===== config.mk =====
export PLATFORM = sky130hd
export DESIGN_NAME = reserved_fifo_slot_allocator_core
export DESIGN_NICKNAME = d
export VERILOG_FILES = /design/src/hdl/rfsa_pkg.sv /design/src/hdl/reserved_fifo_slot_allocator_core.sv /design/src/hdl/rfsa_ram.sv /design/src/hdl/rfsa_out_stage.sv
export VERILOG_INCLUDE_DIRS = /design/src /design/src/hdl
export SDC_FILE = /design/constraint.sdc
export NUM_CORES = 1
export LEC_CHECK = 0
export BUFFER_PORTS_ARGS = -buffer_cell sky130_fd_sc_hd__buf_2
export CAP_MARGIN = 25
export CORE_ASPECT_RATIO = 0.75
export CORE_UTILIZATION = 27
export CTS_BUF_LIST = sky130_fd_sc_hd__clkbuf_16
export DETAILED_ROUTE_END_ITERATION = 8
export MAX_ROUTING_LAYER = met4
export PLACE_DENSITY_LB_ADDON = 0.08
export SLEW_MARGIN = 20
export SYNTH_ARGS = -nofsm -noshare
export SYNTH_HDL_FRONTEND = slang
export SYNTH_HIERARCHICAL = 1
export SYNTH_SLANG_ARGS = --single-unit

===== constraint.sdc =====
create_clock -name clk -period 6.5 [get_ports clk]
set_input_delay 1.3 -clock clk [delete_from_list [all_inputs] [get_ports clk]]
set_output_delay 1.3 -clock clk [all_outputs]
set_load 0.005 [all_outputs]

===== src/hdl/reserved_fifo_slot_allocator_core_macros.svh =====
// Assertion macros used by the slot allocator core.
// The macros expect signals named clk and rst_n in the scope where they are used.
`ifndef RESERVED_FIFO_SLOT_ALLOCATOR_CORE_MACROS_SVH
`define RESERVED_FIFO_SLOT_ALLOCATOR_CORE_MACROS_SVH
`ifndef SYNTH
// Same-cycle implication: when ante holds, cons must hold in that cycle.
`define RFSA_ASSERT_IMP(lbl, ante, cons) \
    lbl: assert property (@(posedge clk) disable iff (!rst_n) (ante) |-> (cons)) \
        else $error("slot allocator assertion failed");
// Next-cycle implication: when ante holds, cons must hold in the next cycle.
`define RFSA_ASSERT_NXT(lbl, ante, cons) \
    lbl: assert property (@(posedge clk) disable iff (!rst_n) (ante) |=> (cons)) \
        else $error("slot allocator assertion failed");
`else
`define RFSA_ASSERT_IMP(lbl, ante, cons)
`define RFSA_ASSERT_NXT(lbl, ante, cons)
`endif
`endif


===== src/hdl/rfsa_pkg.sv =====
// Shared constants, codes and types of the slot allocator.
package rfsa_pkg;

    localparam int NUM_SLOTS_DEF    = 64;
    localparam int RESERVE_FREE_DEF = 5;
    localparam int SIZE_RESET       = 64;

    localparam int CFG_W       = 7;
    localparam int SLOT_IDX_W  = 6;
    localparam int STATUS_W    = 2;
    localparam int BUSY_W      = 7;
    localparam int S_TDATA_W   = 8;
    localparam int M_TDATA_W   = 16;

    localparam logic KIND_ALLOC   = 1'b0;
    localparam logic KIND_RELEASE = 1'b1;

    typedef enum logic [STATUS_W-1:0] {
        ST_OK           = 2'd0,
        ST_EXHAUSTED    = 2'd1,
        ST_RANGE        = 2'd2,
        ST_ALREADY_FREE = 2'd3
    } status_t;

    typedef struct packed {
        logic [BUSY_W-1:0]     busy_count;
        status_t               status;
        logic [SLOT_IDX_W-1:0] granted_index;
    } result_t;

endpackage


===== src/hdl/reserved_fifo_slot_allocator_core.sv =====
// Top level of the slot allocator: free-slot queue, free bitmap and request decision.
//
//   Channel   | Signals                     | Content
//   ----------+-----------------------------+------------------------------------------
//   config    | cfg_we, cfg_wdata[6:0]      | slots_in_use (pool size), refills queue
//   request   | s_tvalid/s_tready/s_tdata   | tdata[5:0] slot_index, tuser[0] kind
//   result    | m_tvalid/m_tready/m_tdata   | [5:0] granted_index, [7:6] status,
//             |                             | [14:8] busy_count
//
// One request transfer can be taken every cycle while the result register is not stalled.
// A request is held in the input register, where the free queue and the free bitmap are
// read from their RAMs, and its result is then held in the result register.
// Reset and every write of slots_in_use refill the pool at once: per-entry valid bits
// mark RAM entries written since the refill, and an entry that is not valid reads as its
// refill value, so there is no clearing pass. A stalled result register holds the input
// register, which then refuses new requests until the result transfer completes.
`include "reserved_fifo_slot_allocator_core_macros.svh"

module reserved_fifo_slot_allocator_core #(
    parameter int NUM_SLOTS    = rfsa_pkg::NUM_SLOTS_DEF,
    parameter int RESERVE_FREE = rfsa_pkg::RESERVE_FREE_DEF
) (
    input  logic                           clk,
    input  logic                           rst_n,
    input  logic                           cfg_we,
    input  logic [rfsa_pkg::CFG_W-1:0]     cfg_wdata,  // slots_in_use
    input  logic                           s_tvalid,
    output logic                           s_tready,
    input  logic [rfsa_pkg::S_TDATA_W-1:0] s_tdata,    // [5:0] slot_index, [7:6] zero
    input  logic                           s_tuser,    // [0] kind
    output logic                           m_tvalid,
    input  logic                           m_tready,
    output logic [rfsa_pkg::M_TDATA_W-1:0] m_tdata     // [5:0] granted_index,
                                                       // [7:6] status, [14:8] busy_count,
                                                       // [15] zero
);
    import rfsa_pkg::*;

    localparam int SLOT_W    = $clog2(NUM_SLOTS);
    localparam int CNT_W     = $clog2(NUM_SLOTS + 1);
    localparam int RST_POOL  = (SIZE_RESET > NUM_SLOTS) ? NUM_SLOTS : SIZE_RESET;
    localparam int RST_TAIL  = (RST_POOL == NUM_SLOTS) ? 0 : RST_POOL;
    localparam int LAST_SLOT = NUM_SLOTS - 1;

    // Pool bookkeeping.
    logic [CNT_W-1:0]  pool_reg;
    logic [CNT_W-1:0]  free_total_reg, free_total_next;
    logic [CNT_W-1:0]  alloc_reg, alloc_next;
    logic [SLOT_W-1:0] head_reg, head_next;
    logic [SLOT_W-1:0] tail_reg, tail_next;
    logic [NUM_SLOTS-1:0] q_valid_reg;
    logic [NUM_SLOTS-1:0] m_valid_reg;

    // Input register and the read-side context captured with it.
    logic                  s1_valid_reg;
    logic                  s1_kind_reg;
    logic [SLOT_IDX_W-1:0] s1_slot_reg;
    logic [SLOT_W-1:0]     q_addr_reg;
    logic [SLOT_W-1:0]     m_addr_reg;
    logic                  q_fwd_reg;
    logic [SLOT_W-1:0]     q_fwd_data_reg;
    logic                  m_fwd_reg;
    logic                  m_fwd_data_reg;

    logic              s1_adv;
    logic              s1_fire;
    logic              in_fire;
    logic [SLOT_W-1:0] s1_slot_addr;
    logic [SLOT_W-1:0] q_rdata;
    logic [0:0]        m_rdata;
    logic [SLOT_W-1:0] q_word;
    logic              m_bit;
    logic              alloc_ok;
    logic              slot_out_of_range;
    logic              q_we;
    logic              m_we;
    logic [SLOT_W-1:0] m_waddr;
    logic              m_wdata;
    logic [SLOT_W-1:0] m_raddr;
    logic [CNT_W-1:0]  cfg_pool;
    result_t           res;

    assign s1_fire  = s1_valid_reg && s1_adv;
    assign s_tready = !s1_valid_reg || s1_adv;
    assign in_fire  = s_tvalid && s_tready;

    assign s1_slot_addr = SLOT_W'(s1_slot_reg);
    assign m_raddr      = SLOT_W'(s_tdata[SLOT_IDX_W-1:0]);

    // Pool size saturates at the capacity of the storage.
    assign cfg_pool = (32'(cfg_wdata) > NUM_SLOTS) ? CNT_W'(NUM_SLOTS) : CNT_W'(cfg_wdata);

    // Read data for the request in the input register: a write by the previous request
    // at the same address takes precedence, then RAM data if written since the refill,
    // otherwise the refill value.
    always_comb
    begin
        if (q_fwd_reg)
        begin
            q_word = q_fwd_data_reg;
        end
        else if (q_valid_reg[q_addr_reg])
        begin
            q_word = q_rdata;
        end
        else
        begin
            q_word = q_addr_reg;
        end

        if (m_fwd_reg)
        begin
            m_bit = m_fwd_data_reg;
        end
        else if (m_valid_reg[m_addr_reg])
        begin
            m_bit = m_rdata[0];
        end
        else
        begin
            m_bit = CNT_W'(m_addr_reg) < pool_reg;
        end
    end

    assign alloc_ok          = 32'(free_total_reg) > RESERVE_FREE;
    assign slot_out_of_range = 32'(s1_slot_reg) >= 32'(pool_reg);

    // Request decision and the state it leaves behind.
    always_comb
    begin
        head_next         = head_reg;
        tail_next         = tail_reg;
        free_total_next   = free_total_reg;
        alloc_next        = alloc_reg;
        q_we              = 1'b0;
        m_we              = 1'b0;
        m_waddr           = q_word;
        m_wdata           = 1'b0;
        res.granted_index = '0;
        res.status        = ST_OK;

        if (s1_fire)
        begin
            if (s1_kind_reg == KIND_ALLOC)
            begin
                if (!alloc_ok)
                begin
                    res.status = ST_EXHAUSTED;
                end
                else
                begin
                    res.granted_index = SLOT_IDX_W'(q_word);
                    m_we              = 1'b1;
                    m_waddr           = q_word;
                    m_wdata           = 1'b0;
                    head_next         = (head_reg == SLOT_W'(LAST_SLOT)) ? '0
                                                                          : head_reg + 1'b1;
                    free_total_next   = free_total_reg - 1'b1;
                    alloc_next        = alloc_reg + 1'b1;
                end
            end
            else
            begin
                if (slot_out_of_range)
                begin
                    res.status = ST_RANGE;
                end
                else if (m_bit)
                begin
                    res.status = ST_ALREADY_FREE;
                end
                else
                begin
                    m_we            = 1'b1;
                    m_waddr         = s1_slot_addr;
                    m_wdata         = 1'b1;
                    q_we            = 1'b1;
                    tail_next       = (tail_reg == SLOT_W'(LAST_SLOT)) ? '0
                                                                        : tail_reg + 1'b1;
                    free_total_next = free_total_reg + 1'b1;
                    if (alloc_reg != '0)
                    begin
                        alloc_next = alloc_reg - 1'b1;
                    end
                end
            end
        end

        res.busy_count = BUSY_W'(alloc_next);
    end

    // Pool state; a size write refills the pool.
    always_ff @(posedge clk or negedge rst_n)
    begin
        if (!rst_n)
        begin
            pool_reg       <= CNT_W'(RST_POOL);
            free_total_reg <= CNT_W'(RST_POOL);
            alloc_reg      <= '0;
            head_reg       <= '0;
            tail_reg       <= SLOT_W'(RST_TAIL);
            q_valid_reg    <= '0;
            m_valid_reg    <= '0;
        end
        else if (cfg_we)
        begin
            pool_reg       <= cfg_pool;
            free_total_reg <= cfg_pool;
            alloc_reg      <= '0;
            head_reg       <= '0;
            tail_reg       <= (cfg_pool == CNT_W'(NUM_SLOTS)) ? '0 : SLOT_W'(cfg_pool);
            q_valid_reg    <= '0;
            m_valid_reg    <= '0;
        end
        else
        begin
            free_total_reg <= free_total_next;
            alloc_reg      <= alloc_next;
            head_reg       <= head_next;
            tail_reg       <= tail_next;
            if (q_we)
            begin
                q_valid_reg[tail_reg] <= 1'b1;
            end
            if (m_we)
            begin
                m_valid_reg[m_waddr] <= 1'b1;
            end
        end
    end

    // Input register control and the forwarding flags of its RAM reads.
    always_ff @(posedge clk or negedge rst_n)
    begin
        if (!rst_n)
        begin
            s1_valid_reg <= 1'b0;
            q_fwd_reg    <= 1'b0;
            m_fwd_reg    <= 1'b0;
        end
        else if (in_fire)
        begin
            s1_valid_reg <= 1'b1;
            q_fwd_reg    <= q_we && (tail_reg == head_next);
            m_fwd_reg    <= m_we && (m_waddr == m_raddr);
        end
        else if (s1_fire)
        begin
            s1_valid_reg <= 1'b0;
        end
    end

    always_ff @(posedge clk)
    begin
        if (in_fire)
        begin
            s1_kind_reg    <= s_tuser;
            s1_slot_reg    <= s_tdata[SLOT_IDX_W-1:0];
            q_addr_reg     <= head_next;
            m_addr_reg     <= m_raddr;
            q_fwd_data_reg <= s1_slot_addr;
            m_fwd_data_reg <= m_wdata;
        end
    end

    // Free queue: pop address is the head after the request ahead of this one commits.
    rfsa_ram #(
        .WIDTH (SLOT_W),
        .DEPTH (NUM_SLOTS)
    ) u_free_queue (
        .clk   (clk),
        .we    (q_we),
        .waddr (tail_reg),
        .wdata (s1_slot_addr),
        .re    (in_fire),
        .raddr (head_next),
        .rdata (q_rdata)
    );

    // Free bitmap, one bit per slot.
    rfsa_ram #(
        .WIDTH (1),
        .DEPTH (NUM_SLOTS)
    ) u_free_mark (
        .clk   (clk),
        .we    (m_we),
        .waddr (m_waddr),
        .wdata (m_wdata),
        .re    (in_fire),
        .raddr (m_raddr),
        .rdata (m_rdata)
    );

    rfsa_out_stage u_out_stage (
        .clk      (clk),
        .rst_n    (rst_n),
        .load     (s1_fire),
        .res      (res),
        .can_load (s1_adv),
        .m_tvalid (m_tvalid),
        .m_tready (m_tready),
        .m_tdata  (m_tdata)
    );

    // Every slot of the pool is either free or allocated.
    `RFSA_ASSERT_IMP(a_pool_balance, 1'b1, ((free_total_reg + alloc_reg) == pool_reg))
    // A size write leaves no slot allocated and the queue head at the start.
    `RFSA_ASSERT_NXT(a_refill, cfg_we, (head_reg == '0) && (alloc_reg == '0))
    // A request held by a stalled result register stays in the input register.
    `RFSA_ASSERT_NXT(a_s1_hold, s1_valid_reg && !s1_adv, s1_valid_reg)

endmodule


===== src/hdl/rfsa_ram.sv =====
// Generic single-write, single-read RAM with registered read data.
module rfsa_ram #(
    parameter int WIDTH = 8,
    parameter int DEPTH = 64
) (
    input  logic                     clk,
    input  logic                     we,
    input  logic [$clog2(DEPTH)-1:0] waddr,
    input  logic [WIDTH-1:0]         wdata,
    input  logic                     re,
    input  logic [$clog2(DEPTH)-1:0] raddr,
    output logic [WIDTH-1:0]         rdata
);

    logic [WIDTH-1:0] mem [DEPTH];

    always_ff @(posedge clk)
    begin
        if (we)
        begin
            mem[waddr] <= wdata;
        end
        if (re)
        begin
            rdata <= mem[raddr];
        end
    end

endmodule


===== src/hdl/rfsa_out_stage.sv =====
// Result register that holds one result until the downstream side takes it.
module rfsa_out_stage (
    input  logic                          clk,
    input  logic                          rst_n,
    input  logic                          load,
    input  rfsa_pkg::result_t             res,
    output logic                          can_load,
    output logic                          m_tvalid,
    input  logic                          m_tready,
    output logic [rfsa_pkg::M_TDATA_W-1:0] m_tdata
);
    import rfsa_pkg::*;

    logic    valid_reg;
    logic    valid_next;
    result_t res_reg;

    assign can_load = !valid_reg || m_tready;

    always_comb
    begin
        valid_next = valid_reg;
        if (load)
        begin
            valid_next = 1'b1;
        end
        else if (m_tready)
        begin
            valid_next = 1'b0;
        end
    end

    always_ff @(posedge clk or negedge rst_n)
    begin
        if (!rst_n)
        begin
            valid_reg <= 1'b0;
        end
        else
        begin
            valid_reg <= valid_next;
        end
    end

    always_ff @(posedge clk)
    begin
        if (load)
        begin
            res_reg <= res;
        end
    end

    assign m_tvalid = valid_reg;
    assign m_tdata  = {1'b0, res_reg};

endmodule


==> metrics.md <==
| Metric | Value |
|---|---|
| CTS Buf Count | `74` |
| WS Path Type | `flip-flop to flip-flop` |
| Pleak | `0.0111 uW` |
| Status | `finished clean` |
| VDD IR-drop max | `0.168 mV` |
| Maximum clock path buffer count | `3` |
| CP top delay family | `simple AND/OR/NAND/NOR gates` |
| Vias per cell | `4.86` |
| Routability cong. | `0.751` |
| Share of layout cells above drive strength 1 | `0.186` |
| Part of the cycle the worst path needs | `0.783` |
| Fin crit period | `5.09 ns` |
| Largest net degree at the start of global routing | `148` |
| Final Slew Violations | `0` |
| Crit. Startpoint | `m_addr_reg[1]` |
| Chip height | `282 um` |
| PwrDens | `302 nW/um^2` |
| WP buf/inv | `1` |
| Post-route setup TNS | `0 ns` |
| Synthesized net count | `1860` |
| Number of DRC markers in iteration 0 | `1303` |
| Ys Warns | `6` |
| Final layout net count | `1928` |
| Top-area cell type share of the netlist area | `0.521` |
| Gr usage total | `0.154` |
| CTS tree | `built` |
| Post-Route Skew | `0.0218 ns` |
| CTS sink count | `655` |
| Vias in the first global route | `16500` |
| Leading area contributor after synthesis | `edfxtp_1` |
| Critical path arrival | `5.42 ns` |
| Core ar. | `104000 sq um` |
| Required time of the critical path | `6.83 ns` |
| Crit. path cell count | `11` |
| RSZ-0062 raised after global routing | `no` |
| Mapped Area | `28200 sq um` |
| # IOs | `39` |
| Post-synth ARST share | `0.252` |
| Seq/Total Area, Yosys | `0.667` |
| H-Tree Level Count | `3` |
| DRC | `0` |
| Port-buffer cells | `35` |
| Critical Path End | `u_free_mark/mem[13]` |
| Core Rows | `102` |
| Grt ovf | `0` |
| R2R depth | `11` |
| DRT antenna net count | `0` |
| Filler Cell Count | `10200` |
| Ant. Diodes | `0` |
| Root Buffer | `clkbuf_16` |
| Slowest-stage cell, CP | `edfxtp_1` |
| Most common cell after layout, fill and taps aside | `edfxtp_1` |
| Setup Viol. Count Final | `0` |
| Unique cell type count in the Yosys netlist | `85` |
| Setup crit end kind | `flip-flop` |
| Most frequent cells in the layout | `edfxtp_1 (490), nor2_1 (232), dfrtp_1 (163)` |
| Final hold slack | `0.483 ns` |
| Most flop-heavy register | `u_free_queue/mem` |
| Primary FF master, synth | `edfxtp_1` |
| Clock transition at path regs | `0.06 ns` |
| Worst R2R Setup Slack | `1.41 ns` |
| Fmax | `196 MHz` |
| DP Cell Count | `3218` |
| Initial core utilization | `0.273` |
| Critical path, cell by cell | `nand2b_1 -> o22ai_1 -> a221oi_1 -> o22a_1 -> a21oi_1 -> o211ai_2 -> or2_1 -> mux2i_1 -> inv_1 -> or3b_2 -> nor2_1` |
| Cells after Synth | `1822` |
| Setup Buffers After CTS | `0` |
| Number of synthesized register bits | `655` |
| Initial antenna violation count | `3` |
| R2R Path Start | `m_addr_reg[1]` |
| Worst rel slew slack | `0.285` |
| Worst-Skew Late Latency | `0.64 ns` |
| Via Count | `16300` |
| CP Max Fanout | `16` |
| CP max stage delay | `0.99 ns` |
| CP Launch Type | `flip-flop` |
| Min-Delay Path Class | `flip-flop to flip-flop` |
| EDFF count, synth | `490` |
| Die width | `375 um` |
| Hpwl dp | `49900 um` |
| Die ar. | `106000 sq um` |
| First-pass GRT wire length | `116000 um` |
| Max-Cap Viols | `0` |
| Hold Violations, Final | `0` |
| Final core utilization | `0.314` |
| CTS-repair resized insts | `0` |
| Worst slew pin tran | `1.07 ns` |
| Hold_buf cts | `0` |
| Routed wire per std cell | `23.5 um` |
| Post-Syn Area per Cell | `15.5 sq um` |
| P&R area growth vs syn | `15.0%` |
| Final Non-Filler Cells | `3352` |
| Reg-to-Reg End | `u_free_mark/mem[13]` |
| Drt total wl | `78900 um` |
| Max FFs per register | `384` |
| TritonRoute pass-1 iters | `6` |
| Synth area leaders | `edfxtp_1 (52%), dfrtp_1 (14%), mux4_2 (9.6%), nor2_1 (3.1%), o2bb2ai_1 (1.7%)` |
==> kinds of logic after synthesis <==
family | count (synthesis) | share of synthesized area
flip-flops | 655 | 0.667
AND/OR/NAND/NOR | 478 | 0.0821
AO/OA/AOI/OAI | 303 | 0.0760
multiplexers | 198 | 0.133
buffers and inverters | 141 | 0.0249
XOR/XNOR | 29 | 0.00899
adder cells (fa/ha/maj) | 17 | 0.00780
other | 1 | 0.000133
==> per-stage QoR <==
step           power (uW)  instance area [sq um]  worst slack (ns)
5_1_grt             10200                  32500              1.08
3_5_place_dp         5880                  30200              1.38
3_3_place_gp         5870                  30200              1.38
2_1_floorplan        5490                  28200              1.38
6_report             9810                  32500              1.41
4_1_cts              9990                  32500              1.49
==> routing by layer <==
layer | track usage | up-vias | part of all wire
met5 | - | - | 0
met4 | 0.0320 | 0 | 0.017
met3 | 0.0280 | 91 | 0.043
met2 | 0.216 | 343 | 0.42
met1 | 0.230 | 8588 | 0.52
li1 | - | 7253 | -
==> worst min path at each step <==
stage	from	end	slack, ns	depth (start not counted)
2_1_floorplan	m_valid_reg[46]	m_valid_reg[46]	0.45	1
4_1_cts	rst_n	m_valid_reg[5]	0.44	1
6_report	m_valid_reg[18]	m_valid_reg[18]	0.48	1
3_3_place_gp	m_valid_reg[54]	m_valid_reg[54]	0.47	1
3_5_place_dp	m_valid_reg[52]	m_valid_reg[52]	0.47	1
5_1_grt	rst_n	m_valid_reg[5]	0.45	1
==> synthesized netlist by cell type (all sizes together) (19+ instances only) <==
| master | instances |
|---|---|
| mux2i | 40 |
| nand2 | 55 |
| a21oi | 94 |
| nand3 | 45 |
| nor3 | 22 |
| o2bb2ai | 64 |
| o21ai | 36 |
| inv | 34 |
| edfxtp | 490 |
| buf | 45 |
| nor2 | 233 |
| dfrtp | 163 |
| xnor2 | 19 |
| clkbuf | 59 |
| mux4 | 134 |
| mux2 | 24 |
==> worst register-to-register path: cells and delay by family, from the launching register on <==
kind / cells / cell delay (ns)
AO/OA/AOI/OAI: 5 / 1.20
buffers and inverters: 1 / 0.37
flip-flops: 1 / 0.99
multiplexers: 1 / 0.75
AND/OR/NAND/NOR: 4 / 1.49
==> layout make-up <==
type	instances	area (sq um)	area share
well taps	1404	1760	0.0541
inverters	37	141	0.00435
flip-flops and latches	655	18800	0.580
multi-input cells	1026	8700	0.268
repair buffers	96	717	0.0221
clock inverters	57	375	0.0116
clock buffers	77	1930	0.0593
==> power breakdown <==
part | total [uW] | switching [uW] | internal [uW]
sequential | 4650 | 63.0 | 4590
clock | 4040 | 1740 | 2300
combinational | 1120 | 691 | 427
Power figures use the tool's default switching activity.
